File: src/design/seven_segment_scan_keypad_macros.svh
// assertion macros for the seven segment scan keypad block
// no dependencies; included by the top level
`ifndef SEVEN_SEGMENT_SCAN_KEYPAD_MACROS_SVH
`define SEVEN_SEGMENT_SCAN_KEYPAD_MACROS_SVH

// same-cycle implication under synchronous reset
`define SSK_ASSERT_SAME(label, ante, cons, msg) \
  label: assert property (@(posedge clk) disable iff (!rst_n) (ante) |-> (cons)) \
    else $error(msg);

// next-cycle implication under synchronous reset
`define SSK_ASSERT_NEXT(label, ante, cons, msg) \
  label: assert property (@(posedge clk) disable iff (!rst_n) (ante) |=> (cons)) \
    else $error(msg);

`endif

File: src/design/ssk_pkg.sv
// shared widths, command codes, controller types and glyph lookup
// no dependencies
`timescale 1ns / 1ps

package ssk_pkg;

  localparam int CMD_W = 3;
  localparam int POS_W = 3;
  localparam int VAL_W = 16;
  localparam int KEY_W = 4;
  localparam int DRV_W = 4;
  localparam int SEG_W = 3;
  localparam int PH_W  = 5;
  localparam int QUO_W = 13;

  localparam logic [CMD_W-1:0] CMD_TICK  = 3'd0;
  localparam logic [CMD_W-1:0] CMD_HEX   = 3'd1;
  localparam logic [CMD_W-1:0] CMD_POINT = 3'd2;
  localparam logic [CMD_W-1:0] CMD_DEC   = 3'd3;
  localparam logic [CMD_W-1:0] CMD_READ  = 3'd4;

  // reciprocal of ten, exact for 16-bit operands with a shift of 19
  localparam logic [16:0] RECIP_TEN = 17'd52429;
  localparam int          RECIP_SH  = 19;

  localparam logic [VAL_W-1:0] LIM_THOUSAND = 16'd1000;
  localparam logic [VAL_W-1:0] LIM_HUNDRED  = 16'd100;
  localparam logic [VAL_W-1:0] LIM_TEN      = 16'd10;

  localparam logic [7:0] POINT_BIT = 8'h80;

  typedef enum logic [2:0] {
    ST_IDLE,
    ST_EXEC,
    ST_MUL,
    ST_SUB,
    ST_FIN
  } state_t;

  typedef struct packed {
    logic capture;
    logic exec;
    logic mul_en;
    logic sub_en;
    logic fin_en;
  } ctl_t;

  typedef struct packed {
    logic is_dec;
    logic cnt_last;
  } sts_t;

  function automatic logic [7:0] glyph(input logic [3:0] d);
    logic [7:0] g;
    case (d)
      4'h0: g = 8'h3f;
      4'h1: g = 8'h06;
      4'h2: g = 8'h5b;
      4'h3: g = 8'h4f;
      4'h4: g = 8'h66;
      4'h5: g = 8'h6d;
      4'h6: g = 8'h7d;
      4'h7: g = 8'h27;
      4'h8: g = 8'h7f;
      4'h9: g = 8'h6f;
      4'ha: g = 8'h77;
      4'hb: g = 8'h7c;
      4'hc: g = 8'h58;
      4'hd: g = 8'h5e;
      4'he: g = 8'h79;
      default: g = 8'h71;
    endcase
    return g;
  endfunction

  function automatic logic [7:0] hex_pattern(input logic [4:0] v);
    logic [7:0] p;
    p = glyph(v[3:0]);
    if (v[4]) p = p | 8'h01;
    return p;
  endfunction

endpackage

File: src/design/ssk_in_if.sv
// request channel carrying command, position, value and key levels
// depends on ssk_pkg
`timescale 1ns / 1ps

interface ssk_in_if;
  logic                     valid;
  logic                     ready;
  logic [ssk_pkg::CMD_W-1:0] command;
  logic [ssk_pkg::POS_W-1:0] position;
  logic [ssk_pkg::VAL_W-1:0] value;
  logic [ssk_pkg::KEY_W-1:0] key_levels;

  modport source (output valid, command, position, value, key_levels, input ready);
  modport sink (input valid, command, position, value, key_levels, output ready);
endinterface

File: src/design/ssk_out_if.sv
// result channel carrying digit drive, segment line and key nibble
// depends on ssk_pkg
`timescale 1ns / 1ps

interface ssk_out_if;
  logic                     valid;
  logic                     ready;
  logic [ssk_pkg::DRV_W-1:0] digit_drive;
  logic [ssk_pkg::SEG_W-1:0] segment_line;
  logic [ssk_pkg::KEY_W-1:0] key_nibble;

  modport source (output valid, digit_drive, segment_line, key_nibble, input ready);
  modport sink (input valid, digit_drive, segment_line, key_nibble, output ready);
endinterface

File: src/design/ssk_ctrl.sv
// controller state machine: request handshake, divide sequencing, result valid
// depends on ssk_pkg
`timescale 1ns / 1ps

module ssk_ctrl (
  input  logic          clk,
  input  logic          rst_n,
  input  logic          in_valid,
  output logic          in_ready,
  output logic          out_valid,
  input  logic          out_ready,
  input  ssk_pkg::sts_t sts,
  output ssk_pkg::ctl_t ctl
);
  import ssk_pkg::*;

  state_t state_r, state_nxt;
  logic   out_valid_r, out_valid_nxt;
  logic   out_free;

  assign out_free  = !out_valid_r || out_ready;
  assign out_valid = out_valid_r;

  always_ff @(posedge clk) begin
    if (!rst_n) begin
      state_r     <= ST_IDLE;
      out_valid_r <= 1'b0;
    end else begin
      state_r     <= state_nxt;
      out_valid_r <= out_valid_nxt;
    end
  end

  always_comb begin
    state_nxt     = state_r;
    ctl           = '0;
    in_ready      = 1'b0;
    out_valid_nxt = out_valid_r && !out_ready;
    case (state_r)
      ST_IDLE: begin
        in_ready = 1'b1;
        if (in_valid) begin
          ctl.capture = 1'b1;
          state_nxt   = ST_EXEC;
        end
      end
      ST_EXEC: begin
        if (sts.is_dec) begin
          state_nxt = ST_MUL;
        end else if (out_free) begin
          ctl.exec      = 1'b1;
          out_valid_nxt = 1'b1;
          state_nxt     = ST_IDLE;
        end
      end
      ST_MUL: begin
        ctl.mul_en = 1'b1;
        state_nxt  = ST_SUB;
      end
      ST_SUB: begin
        ctl.sub_en = 1'b1;
        state_nxt  = sts.cnt_last ? ST_FIN : ST_MUL;
      end
      ST_FIN: begin
        if (out_free) begin
          ctl.fin_en    = 1'b1;
          out_valid_nxt = 1'b1;
          state_nxt     = ST_IDLE;
        end
      end
      default: begin
        state_nxt = ST_IDLE;
      end
    endcase
  end

endmodule

File: src/design/ssk_dp.sv
// datapath: request capture, phase counter, digit patterns, key rows,
// divide-by-ten unit and result registers; depends on ssk_pkg
`timescale 1ns / 1ps

module ssk_dp (
  input  logic                      clk,
  input  logic                      rst_n,
  input  ssk_pkg::ctl_t             ctl,
  output ssk_pkg::sts_t             sts,
  input  logic [ssk_pkg::CMD_W-1:0] in_command,
  input  logic [ssk_pkg::POS_W-1:0] in_position,
  input  logic [ssk_pkg::VAL_W-1:0] in_value,
  input  logic [ssk_pkg::KEY_W-1:0] in_key_levels,
  output logic [ssk_pkg::DRV_W-1:0] out_digit_drive,
  output logic [ssk_pkg::SEG_W-1:0] out_segment_line,
  output logic [ssk_pkg::KEY_W-1:0] out_key_nibble
);
  import ssk_pkg::*;

  logic [CMD_W-1:0] cmd_r;
  logic [POS_W-1:0] pos_r;
  logic [VAL_W-1:0] val_r;
  logic [KEY_W-1:0] keys_r;

  logic [PH_W-1:0]  phase_r;
  logic [7:0]       pat_r [4];
  logic [KEY_W-1:0] key_r [8];

  logic [VAL_W-1:0] n_r;
  logic [QUO_W-1:0] q_r;
  logic [1:0]       cnt_r;

  logic [DRV_W-1:0] drv_r;
  logic [SEG_W-1:0] seg_r;
  logic [KEY_W-1:0] nib_r;

  logic [32:0]      prod;
  logic [VAL_W-1:0] q_ten;
  logic [VAL_W-1:0] rem;
  logic [1:0]       digit;
  logic [SEG_W-1:0] seg;
  logic [SEG_W-1:0] prev_seg;
  logic [1:0]       wr_idx;

  assign sts.is_dec   = (cmd_r == CMD_DEC);
  assign sts.cnt_last = (cnt_r == 2'd3);

  assign digit    = phase_r[1:0];
  assign seg      = phase_r[4:2];
  assign prev_seg = seg - 3'd1;
  assign wr_idx   = 2'd3 - cnt_r;

  assign prod  = {17'd0, n_r} * {16'd0, RECIP_TEN};
  assign q_ten = {q_r[QUO_W-1:0], 3'b000} + {2'b00, q_r[QUO_W-1:0], 1'b0};
  assign rem   = n_r - q_ten;

  assign out_digit_drive  = drv_r;
  assign out_segment_line = seg_r;
  assign out_key_nibble   = nib_r;

  // request capture and divide unit
  always_ff @(posedge clk) begin
    if (ctl.capture) begin
      cmd_r  <= in_command;
      pos_r  <= in_position;
      val_r  <= in_value;
      keys_r <= in_key_levels;
      n_r    <= in_value;
      cnt_r  <= 2'd0;
    end else if (ctl.sub_en) begin
      n_r   <= {3'b000, q_r};
      cnt_r <= cnt_r + 2'd1;
    end
    if (ctl.mul_en) begin
      q_r <= prod[RECIP_SH +: QUO_W];
    end
  end

  // display state and key rows
  always_ff @(posedge clk) begin
    if (!rst_n) begin
      phase_r <= '0;
      for (int i = 0; i < 4; i++) pat_r[i] <= '0;
      for (int i = 0; i < 8; i++) key_r[i] <= '0;
    end else begin
      if (ctl.exec) begin
        case (cmd_r)
          CMD_TICK: begin
            if (digit == 2'd0) key_r[prev_seg] <= ~keys_r;
            phase_r <= phase_r + 5'd1;
          end
          CMD_HEX: begin
            pat_r[pos_r[1:0]] <= hex_pattern(val_r[4:0]);
          end
          CMD_POINT: begin
            pat_r[pos_r[1:0]] <= pat_r[pos_r[1:0]] | POINT_BIT;
          end
          default: begin
          end
        endcase
      end
      if (ctl.sub_en) begin
        pat_r[wr_idx] <= hex_pattern({1'b0, rem[3:0]});
      end
      if (ctl.fin_en) begin
        if (val_r < LIM_THOUSAND) pat_r[0] <= '0;
        if (val_r < LIM_HUNDRED) pat_r[1] <= '0;
        if (val_r < LIM_TEN) pat_r[2] <= '0;
      end
    end
  end

  // result registers
  always_ff @(posedge clk) begin
    if (ctl.fin_en) begin
      drv_r <= '0;
      seg_r <= '0;
      nib_r <= '0;
    end else if (ctl.exec) begin
      drv_r <= '0;
      seg_r <= '0;
      nib_r <= '0;
      case (cmd_r)
        CMD_TICK: begin
          if (pat_r[digit][seg]) drv_r <= 4'b0001 << digit;
          seg_r <= seg;
        end
        CMD_READ: begin
          nib_r <= key_r[pos_r];
        end
        default: begin
        end
      endcase
    end
  end

endmodule

File: src/design/seven_segment_scan_keypad.sv
// tick, set and read requests go from idle to execute, which registers the result;
// show decimal goes from execute through four digits of multiply then subtract on
// the divide-by-ten unit to a finish state that registers it. one request in flight:
// none is taken before the last one is done; a waiting result holds the next request
// synchronous active-low reset clears controller state, result valid, phase counter, digit patterns and key rows
`timescale 1ns / 1ps

module seven_segment_scan_keypad (
  input logic clk,
  input logic rst_n,
  ssk_in_if.sink    in_ch,
  ssk_out_if.source out_ch
);
  import ssk_pkg::*;

  ctl_t ctl;
  sts_t sts;

  ssk_ctrl u_ctrl (
    .clk       (clk),
    .rst_n     (rst_n),
    .in_valid  (in_ch.valid),
    .in_ready  (in_ch.ready),
    .out_valid (out_ch.valid),
    .out_ready (out_ch.ready),
    .sts       (sts),
    .ctl       (ctl)
  );

  ssk_dp u_dp (
    .clk              (clk),
    .rst_n            (rst_n),
    .ctl              (ctl),
    .sts              (sts),
    .in_command       (in_ch.command),
    .in_position      (in_ch.position),
    .in_value         (in_ch.value),
    .in_key_levels    (in_ch.key_levels),
    .out_digit_drive  (out_ch.digit_drive),
    .out_segment_line (out_ch.segment_line),
    .out_key_nibble   (out_ch.key_nibble)
  );

`include "seven_segment_scan_keypad_macros.svh"

  `SSK_ASSERT_NEXT(a_one_in_flight, in_ch.valid && in_ch.ready, !in_ch.ready,
    "second request taken while busy")
  `SSK_ASSERT_NEXT(a_exec_loads, ctl.exec || ctl.fin_en, out_ch.valid, "result not presented")
  `SSK_ASSERT_NEXT(a_mul_then_sub, ctl.mul_en, ctl.sub_en, "divide step skipped")
  `SSK_ASSERT_SAME(a_key_no_drive, out_ch.valid && (out_ch.key_nibble != 4'd0),
    (out_ch.digit_drive == 4'd0) && (out_ch.segment_line == 3'd0),
    "key result with display fields")

endmodule

File: src/flat_wrapper.sv
// flat-port wrapper written by rule: the top's interface ports become plain ports
module seven_segment_scan_keypad_flat import ssk_pkg::*;
  (clk, rst_n, in_ch_valid, in_ch_command, in_ch_position, in_ch_value, in_ch_key_levels, in_ch_ready, out_ch_valid, out_ch_digit_drive, out_ch_segment_line, out_ch_key_nibble, out_ch_ready);
  ssk_in_if in_ch_i ();
  ssk_out_if out_ch_i ();
  input logic clk;
  input logic rst_n;
  input wire logic [$bits(in_ch_i.valid)-1:0] in_ch_valid;
  input wire logic [$bits(in_ch_i.command)-1:0] in_ch_command;
  input wire logic [$bits(in_ch_i.position)-1:0] in_ch_position;
  input wire logic [$bits(in_ch_i.value)-1:0] in_ch_value;
  input wire logic [$bits(in_ch_i.key_levels)-1:0] in_ch_key_levels;
  output wire logic [$bits(in_ch_i.ready)-1:0] in_ch_ready;
  output wire logic [$bits(out_ch_i.valid)-1:0] out_ch_valid;
  output wire logic [$bits(out_ch_i.digit_drive)-1:0] out_ch_digit_drive;
  output wire logic [$bits(out_ch_i.segment_line)-1:0] out_ch_segment_line;
  output wire logic [$bits(out_ch_i.key_nibble)-1:0] out_ch_key_nibble;
  input wire logic [$bits(out_ch_i.ready)-1:0] out_ch_ready;
  assign in_ch_i.valid = in_ch_valid;
  assign in_ch_i.command = in_ch_command;
  assign in_ch_i.position = in_ch_position;
  assign in_ch_i.value = in_ch_value;
  assign in_ch_i.key_levels = in_ch_key_levels;
  assign in_ch_ready = in_ch_i.ready;
  assign out_ch_valid = out_ch_i.valid;
  assign out_ch_digit_drive = out_ch_i.digit_drive;
  assign out_ch_segment_line = out_ch_i.segment_line;
  assign out_ch_key_nibble = out_ch_i.key_nibble;
  assign out_ch_i.ready = out_ch_ready;
  seven_segment_scan_keypad u_core (.clk(clk), .rst_n(rst_n), .in_ch(in_ch_i), .out_ch(out_ch_i));
endmodule
File: config.mk
export PLATFORM = sky130hd
export DESIGN_NAME = seven_segment_scan_keypad_flat
export DESIGN_NICKNAME = d
export VERILOG_FILES = /design/src/design/ssk_pkg.sv /design/src/design/ssk_in_if.sv /design/src/design/ssk_out_if.sv /design/src/design/ssk_ctrl.sv /design/src/design/ssk_dp.sv /design/src/design/seven_segment_scan_keypad.sv /design/src/flat_wrapper.sv
export VERILOG_INCLUDE_DIRS = /design/src /design/src/design
export SDC_FILE = /design/constraint.sdc
export NUM_CORES = 1
export LEC_CHECK = 0
export BUFFER_PORTS_ARGS = -buffer_cell sky130_fd_sc_hd__clkbuf_2
export CAP_MARGIN = 0
export CORE_ASPECT_RATIO = 1.4
export CORE_MARGIN = 1
export CORE_UTILIZATION = 60
export DETAILED_ROUTE_END_ITERATION = 16
export PLACE_DENSITY = 0.82
export SETUP_SLACK_MARGIN = 0.3
export SYNTH_ARGS = -nofsm -noshare
export SYNTH_HDL_FRONTEND = slang
export SYNTH_HIERARCHICAL = 1
export SYNTH_SLANG_ARGS = --single-unit
File: constraint.sdc
create_clock -name clk -period 9.8 [get_ports clk]
set_clock_uncertainty 0.1 [all_clocks]
set_input_delay 1.47 -clock clk [delete_from_list [all_inputs] [get_ports clk]]
set_output_delay 1.47 -clock clk [all_outputs]
set_load 0.01 [all_outputs]
==> impl_summary.log <==
[metrics] status: finished clean
[metrics] width of the chip: 120 um
[metrics] clock-pin slew on the worst setup and hold paths: approximately 0.070 ns
[metrics] number of cells in the finished layout apart from fillers: about 1,400
[metrics] buffers inserted by post-CTS timing repair: 0
[metrics] maximum number of pins on one net before global-route repair: between 50 and 60
[metrics] fin. max-slew vios: 0
[metrics] total iterations of the first detailed-routing run: 5
[metrics] GRT met2 Usage: 0.516
[metrics] hold buffer count at CTS: 0
[metrics] number of different library cells in the post-synthesis netlist: 68
[metrics] gr busiest metal: met2
[metrics] actual slew at the worst max-slew pin: 0.998 ns
[metrics] share of synthesized area occupied by flip-flops and latches: 0.360
[metrics] diode count: 0
[metrics] die extent in y: about 170 um
[metrics] clock period minus final worst setup slack: between 5 and 6 ns
[metrics] start-to-end type of the worst setup path: register to register
[metrics] number of cells on the worst reg-to-reg path: 17
[metrics] Detailed Route Iter0 Violations: ~650
[metrics] cell count after placement: 1,318
[metrics] final count of hold timing violations: 0
[metrics] Post-Layout Inst Area: around 13,000 um^2
[metrics] clock tree from TritonCTS: done
[metrics] half-perimeter wire length of the detailed placement result: 20,500 um
[metrics] H-tree levels: 4
[metrics] commonest non-fill, non-tap cell in the layout: sky130_fd_sc_hd__inv_1
[metrics] number of global-route vias before repair: 8,358
[metrics] Residual DRC: 0
[metrics] standard cell core area: between 15,000 and 20,000 um^2
[metrics] MaxCap Viol Count: 0
[metrics] CP Launch Type: register
[metrics] DR WL/cell: approximately 19 um
[metrics] layout cell share with drive strength beyond 1: 0.119
[metrics] flip-flop cell with the highest count after synthesis: sky130_fd_sc_hd__edfxtp_1
[metrics] category of the worst setup path capture point: register
[metrics] die outline area: 20,100 um^2
[metrics] Syn. warnings: 6
[metrics] part of the cycle the worst path needs: 0.610
[metrics] met1 demand-to-capacity share in global routing: 0.289
[metrics] CTS root buf: sky130_fd_sc_hd__clkbuf_16
[metrics] post-synthesis register bit count: about 150
[metrics] power density over cell area: between 300 and 400 nW/um^2
[metrics] via-per-instance ratio: 5.85
[metrics] port bufs: 42
[metrics] Post-synth EDFFs: between 100 and 150
[metrics] Syn Std Cell Area: approximately 12,000 um^2
[metrics] Worst EP arrival: 6.11 ns
[metrics] Remaining Overflow, GRT: 0
[metrics] required time at the worst-slack endpoint: roughly 9.9 ns
[metrics] cell depth of the worst hold path: 1
[metrics] global placement routability congestion: roughly 1.0
[metrics] most frequent cells in the layout: 184 x sky130_fd_sc_hd__inv_1, 156 x sky130_fd_sc_hd__ha_1, 115 x sky130_fd_sc_hd__edfxtp_1
[metrics] Peak supply drop: around 0.00089 V
[metrics] maximum net fanout on the critical path: 6
[metrics] Max Fclk: about 170 MHz
[metrics] antenna violations before repair: 0
[metrics] Worst-Skew Late Latency: approximately 0.44 ns
[metrics] DRT Wirelength: between 20,000 and 30,000 um
[metrics] Resized cells post-CTS: 0
[metrics] global routing usage on met3: 0.0422
[metrics] static leakage: 5.86 nW
[metrics] Syn Area/Cell: between 10 and 15 um^2
[metrics] unrepaired setup endpoints after global routing: false
[metrics] starting density of the core: 0.612
[metrics] Placed Area: 12,100 um^2
[metrics] I/O pin cnt: 43
[metrics] worst min path class: register to register
[metrics] wire length of the first global-routing pass: 42,200 um
[metrics] routed vias: 7,904
[metrics] number of endpoints failing setup at the final stage: 0
[metrics] Synth-to-Final Area Change: 8.93%
[metrics] Post-Synthesis Net Count: around 1,300
[metrics] number of nets in the layout: roughly 1,400
[metrics] overall fraction of global-route tracks in use: 0.278
[metrics] antenna viol nets, final: 0
[metrics] worst-case clock buffer depth: 2
[metrics] gate count of the mapped netlist: ~1,100
[metrics] TNS Setup: 0 ns
[metrics] Core Rows: 60
[metrics] TritonCTS Buffers: 17
[metrics] max_slew headroom: 0.316
[metrics] Clock Sinks: 153
[metrics] Async S/R FF share, synth: 0
report_power, final:
| group | internal (W) | switching (W) | leakage, nW |
|---|---|---|---|
| sequential | 0.000839 | 0.0000436 | 1.45 |
| clock | 0.000396 | 0.000295 | 0.306 |
| combinational | 0.00132 | 0.00183 | 4.10 |
metal layers:
layer / share of wire / up-vias
met5: 0 / -
met4: 0.060 / 0
met3: 0.042 / 89
met2: 0.55 / 268
met1: 0.35 / 3848
li1: - / 3699
cells in the mapped netlist, types with 4 or more instances:
cell type	number	area share
sky130_fd_sc_hd__dfxtp_1	38	0.065
sky130_fd_sc_hd__inv_1	184	0.059
sky130_fd_sc_hd__mux4_2	19	0.037
sky130_fd_sc_hd__and2_1	12	0.0064
sky130_fd_sc_hd__buf_1	4	0.0013
sky130_fd_sc_hd__nor2_1	71	0.023
sky130_fd_sc_hd__a21oi_1	38	0.016
sky130_fd_sc_hd__mux2_2	18	0.017
sky130_fd_sc_hd__and3_1	6	0.0032
sky130_fd_sc_hd__fa_1	80	0.14
sky130_fd_sc_hd__and3b_1	6	0.0045
sky130_fd_sc_hd__a211oi_1	6	0.0038
sky130_fd_sc_hd__a221oi_1	4	0.0030
sky130_fd_sc_hd__nor2b_1	12	0.0064
sky130_fd_sc_hd__xor2_1	9	0.0067
sky130_fd_sc_hd__xnor2_1	17	0.013
sky130_fd_sc_hd__nand3_1	29	0.012
sky130_fd_sc_hd__a21o_1	5	0.0032
sky130_fd_sc_hd__nand2b_1	6	0.0032
sky130_fd_sc_hd__nand4_1	5	0.0027
sky130_fd_sc_hd__buf_2	4	0.0017
sky130_fd_sc_hd__clkbuf_1	15	0.0048
sky130_fd_sc_hd__o21ai_0	24	0.010
sky130_fd_sc_hd__a22o_1	25	0.019
sky130_fd_sc_hd__o21a_1	6	0.0038
sky130_fd_sc_hd__a31oi_1	4	0.0021
sky130_fd_sc_hd__nor3_1	14	0.0060
sky130_fd_sc_hd__nand2_1	57	0.018
sky130_fd_sc_hd__mux2i_1	5	0.0043
sky130_fd_sc_hd__edfxtp_1	115	0.29
sky130_fd_sc_hd__ha_1	156	0.17
final timing paths:
kind / start / to / slack, ns
max reg2reg: u_core/u_dp/n_r[2]$_DFFE_PP_ / u_core/u_dp/q_r[10]$_DFFE_PP_ / 3.83
max: u_core/u_dp/n_r[2]$_DFFE_PP_ / u_core/u_dp/q_r[10]$_DFFE_PP_ / 3.83
min reg2reg: u_core/u_dp/out_digit_drive[1]$_SDFFE_PP0P_ / u_core/u_dp/out_digit_drive[1]$_SDFFE_PP0P_ / 0.38
min: u_core/u_dp/out_digit_drive[1]$_SDFFE_PP0P_ / u_core/u_dp/out_digit_drive[1]$_SDFFE_PP0P_ / 0.38
critical path, stage by stage (launching register included):
cell and delay (ns):
sky130_fd_sc_hd__edfxtp_1 0.50, sky130_fd_sc_hd__ha_1 0.39, sky130_fd_sc_hd__inv_1 0.08, sky130_fd_sc_hd__fa_1 0.53
sky130_fd_sc_hd__inv_1 0.05, sky130_fd_sc_hd__fa_1 0.53, sky130_fd_sc_hd__fa_1 0.53, sky130_fd_sc_hd__fa_1 0.54
sky130_fd_sc_hd__inv_1 0.06, sky130_fd_sc_hd__fa_1 0.54, sky130_fd_sc_hd__inv_1 0.04, sky130_fd_sc_hd__ha_1 0.31
sky130_fd_sc_hd__nand3_1 0.14, sky130_fd_sc_hd__o31a_1 0.33, sky130_fd_sc_hd__a21oi_1 0.35, sky130_fd_sc_hd__and3_1 0.29
sky130_fd_sc_hd__nor2_1 0.11, sky130_fd_sc_hd__o311ai_0 0.34
through the flow:
step                      hold WS (ns)  total power, W  setup WS, ns   util
after global placement           0.360         0.00390          3.98  0.634
final                            0.381         0.00472          3.83  0.667
after CTS                        0.383         0.00474          3.84  0.667
after detailed placement         0.368         0.00402          3.85  0.634
after global routing             0.411         0.00519          3.50  0.667
after floorplan                  0.349         0.00326          4.26      -
registers in the layout (all words and copies together), names as in the netlist, 5 cells and up, named ones only:
register and cells:
u_core/u_dp/n_r 16, u_core/u_dp/key_r 32, u_core/u_dp/val_r 16, u_core/u_dp/q_r 13
u_core/u_dp/pat_r 32, u_core/u_dp/phase_r 5
logic make-up after synthesis:
group,after synthesis,synth area share
simple gates,240,0.106
fa+ha+maj,236,0.303
xor+xnor,26,0.0194
mux,42,0.0581
flops,153,0.360
compound gates,142,0.0830
buf+inv,212,0.0707
layout make-up:
type,count,area [um^2]
Sequential cell,153,4210
Inverter,184,691
Clock inverter,13,176
Clock buffer,19,443
Tap cell,248,310
Fill cell,1358,6380
Multi-Input combinational cell,686,6680
Timing Repair Buffer,47,248
(Power assumes the default switching activity.)
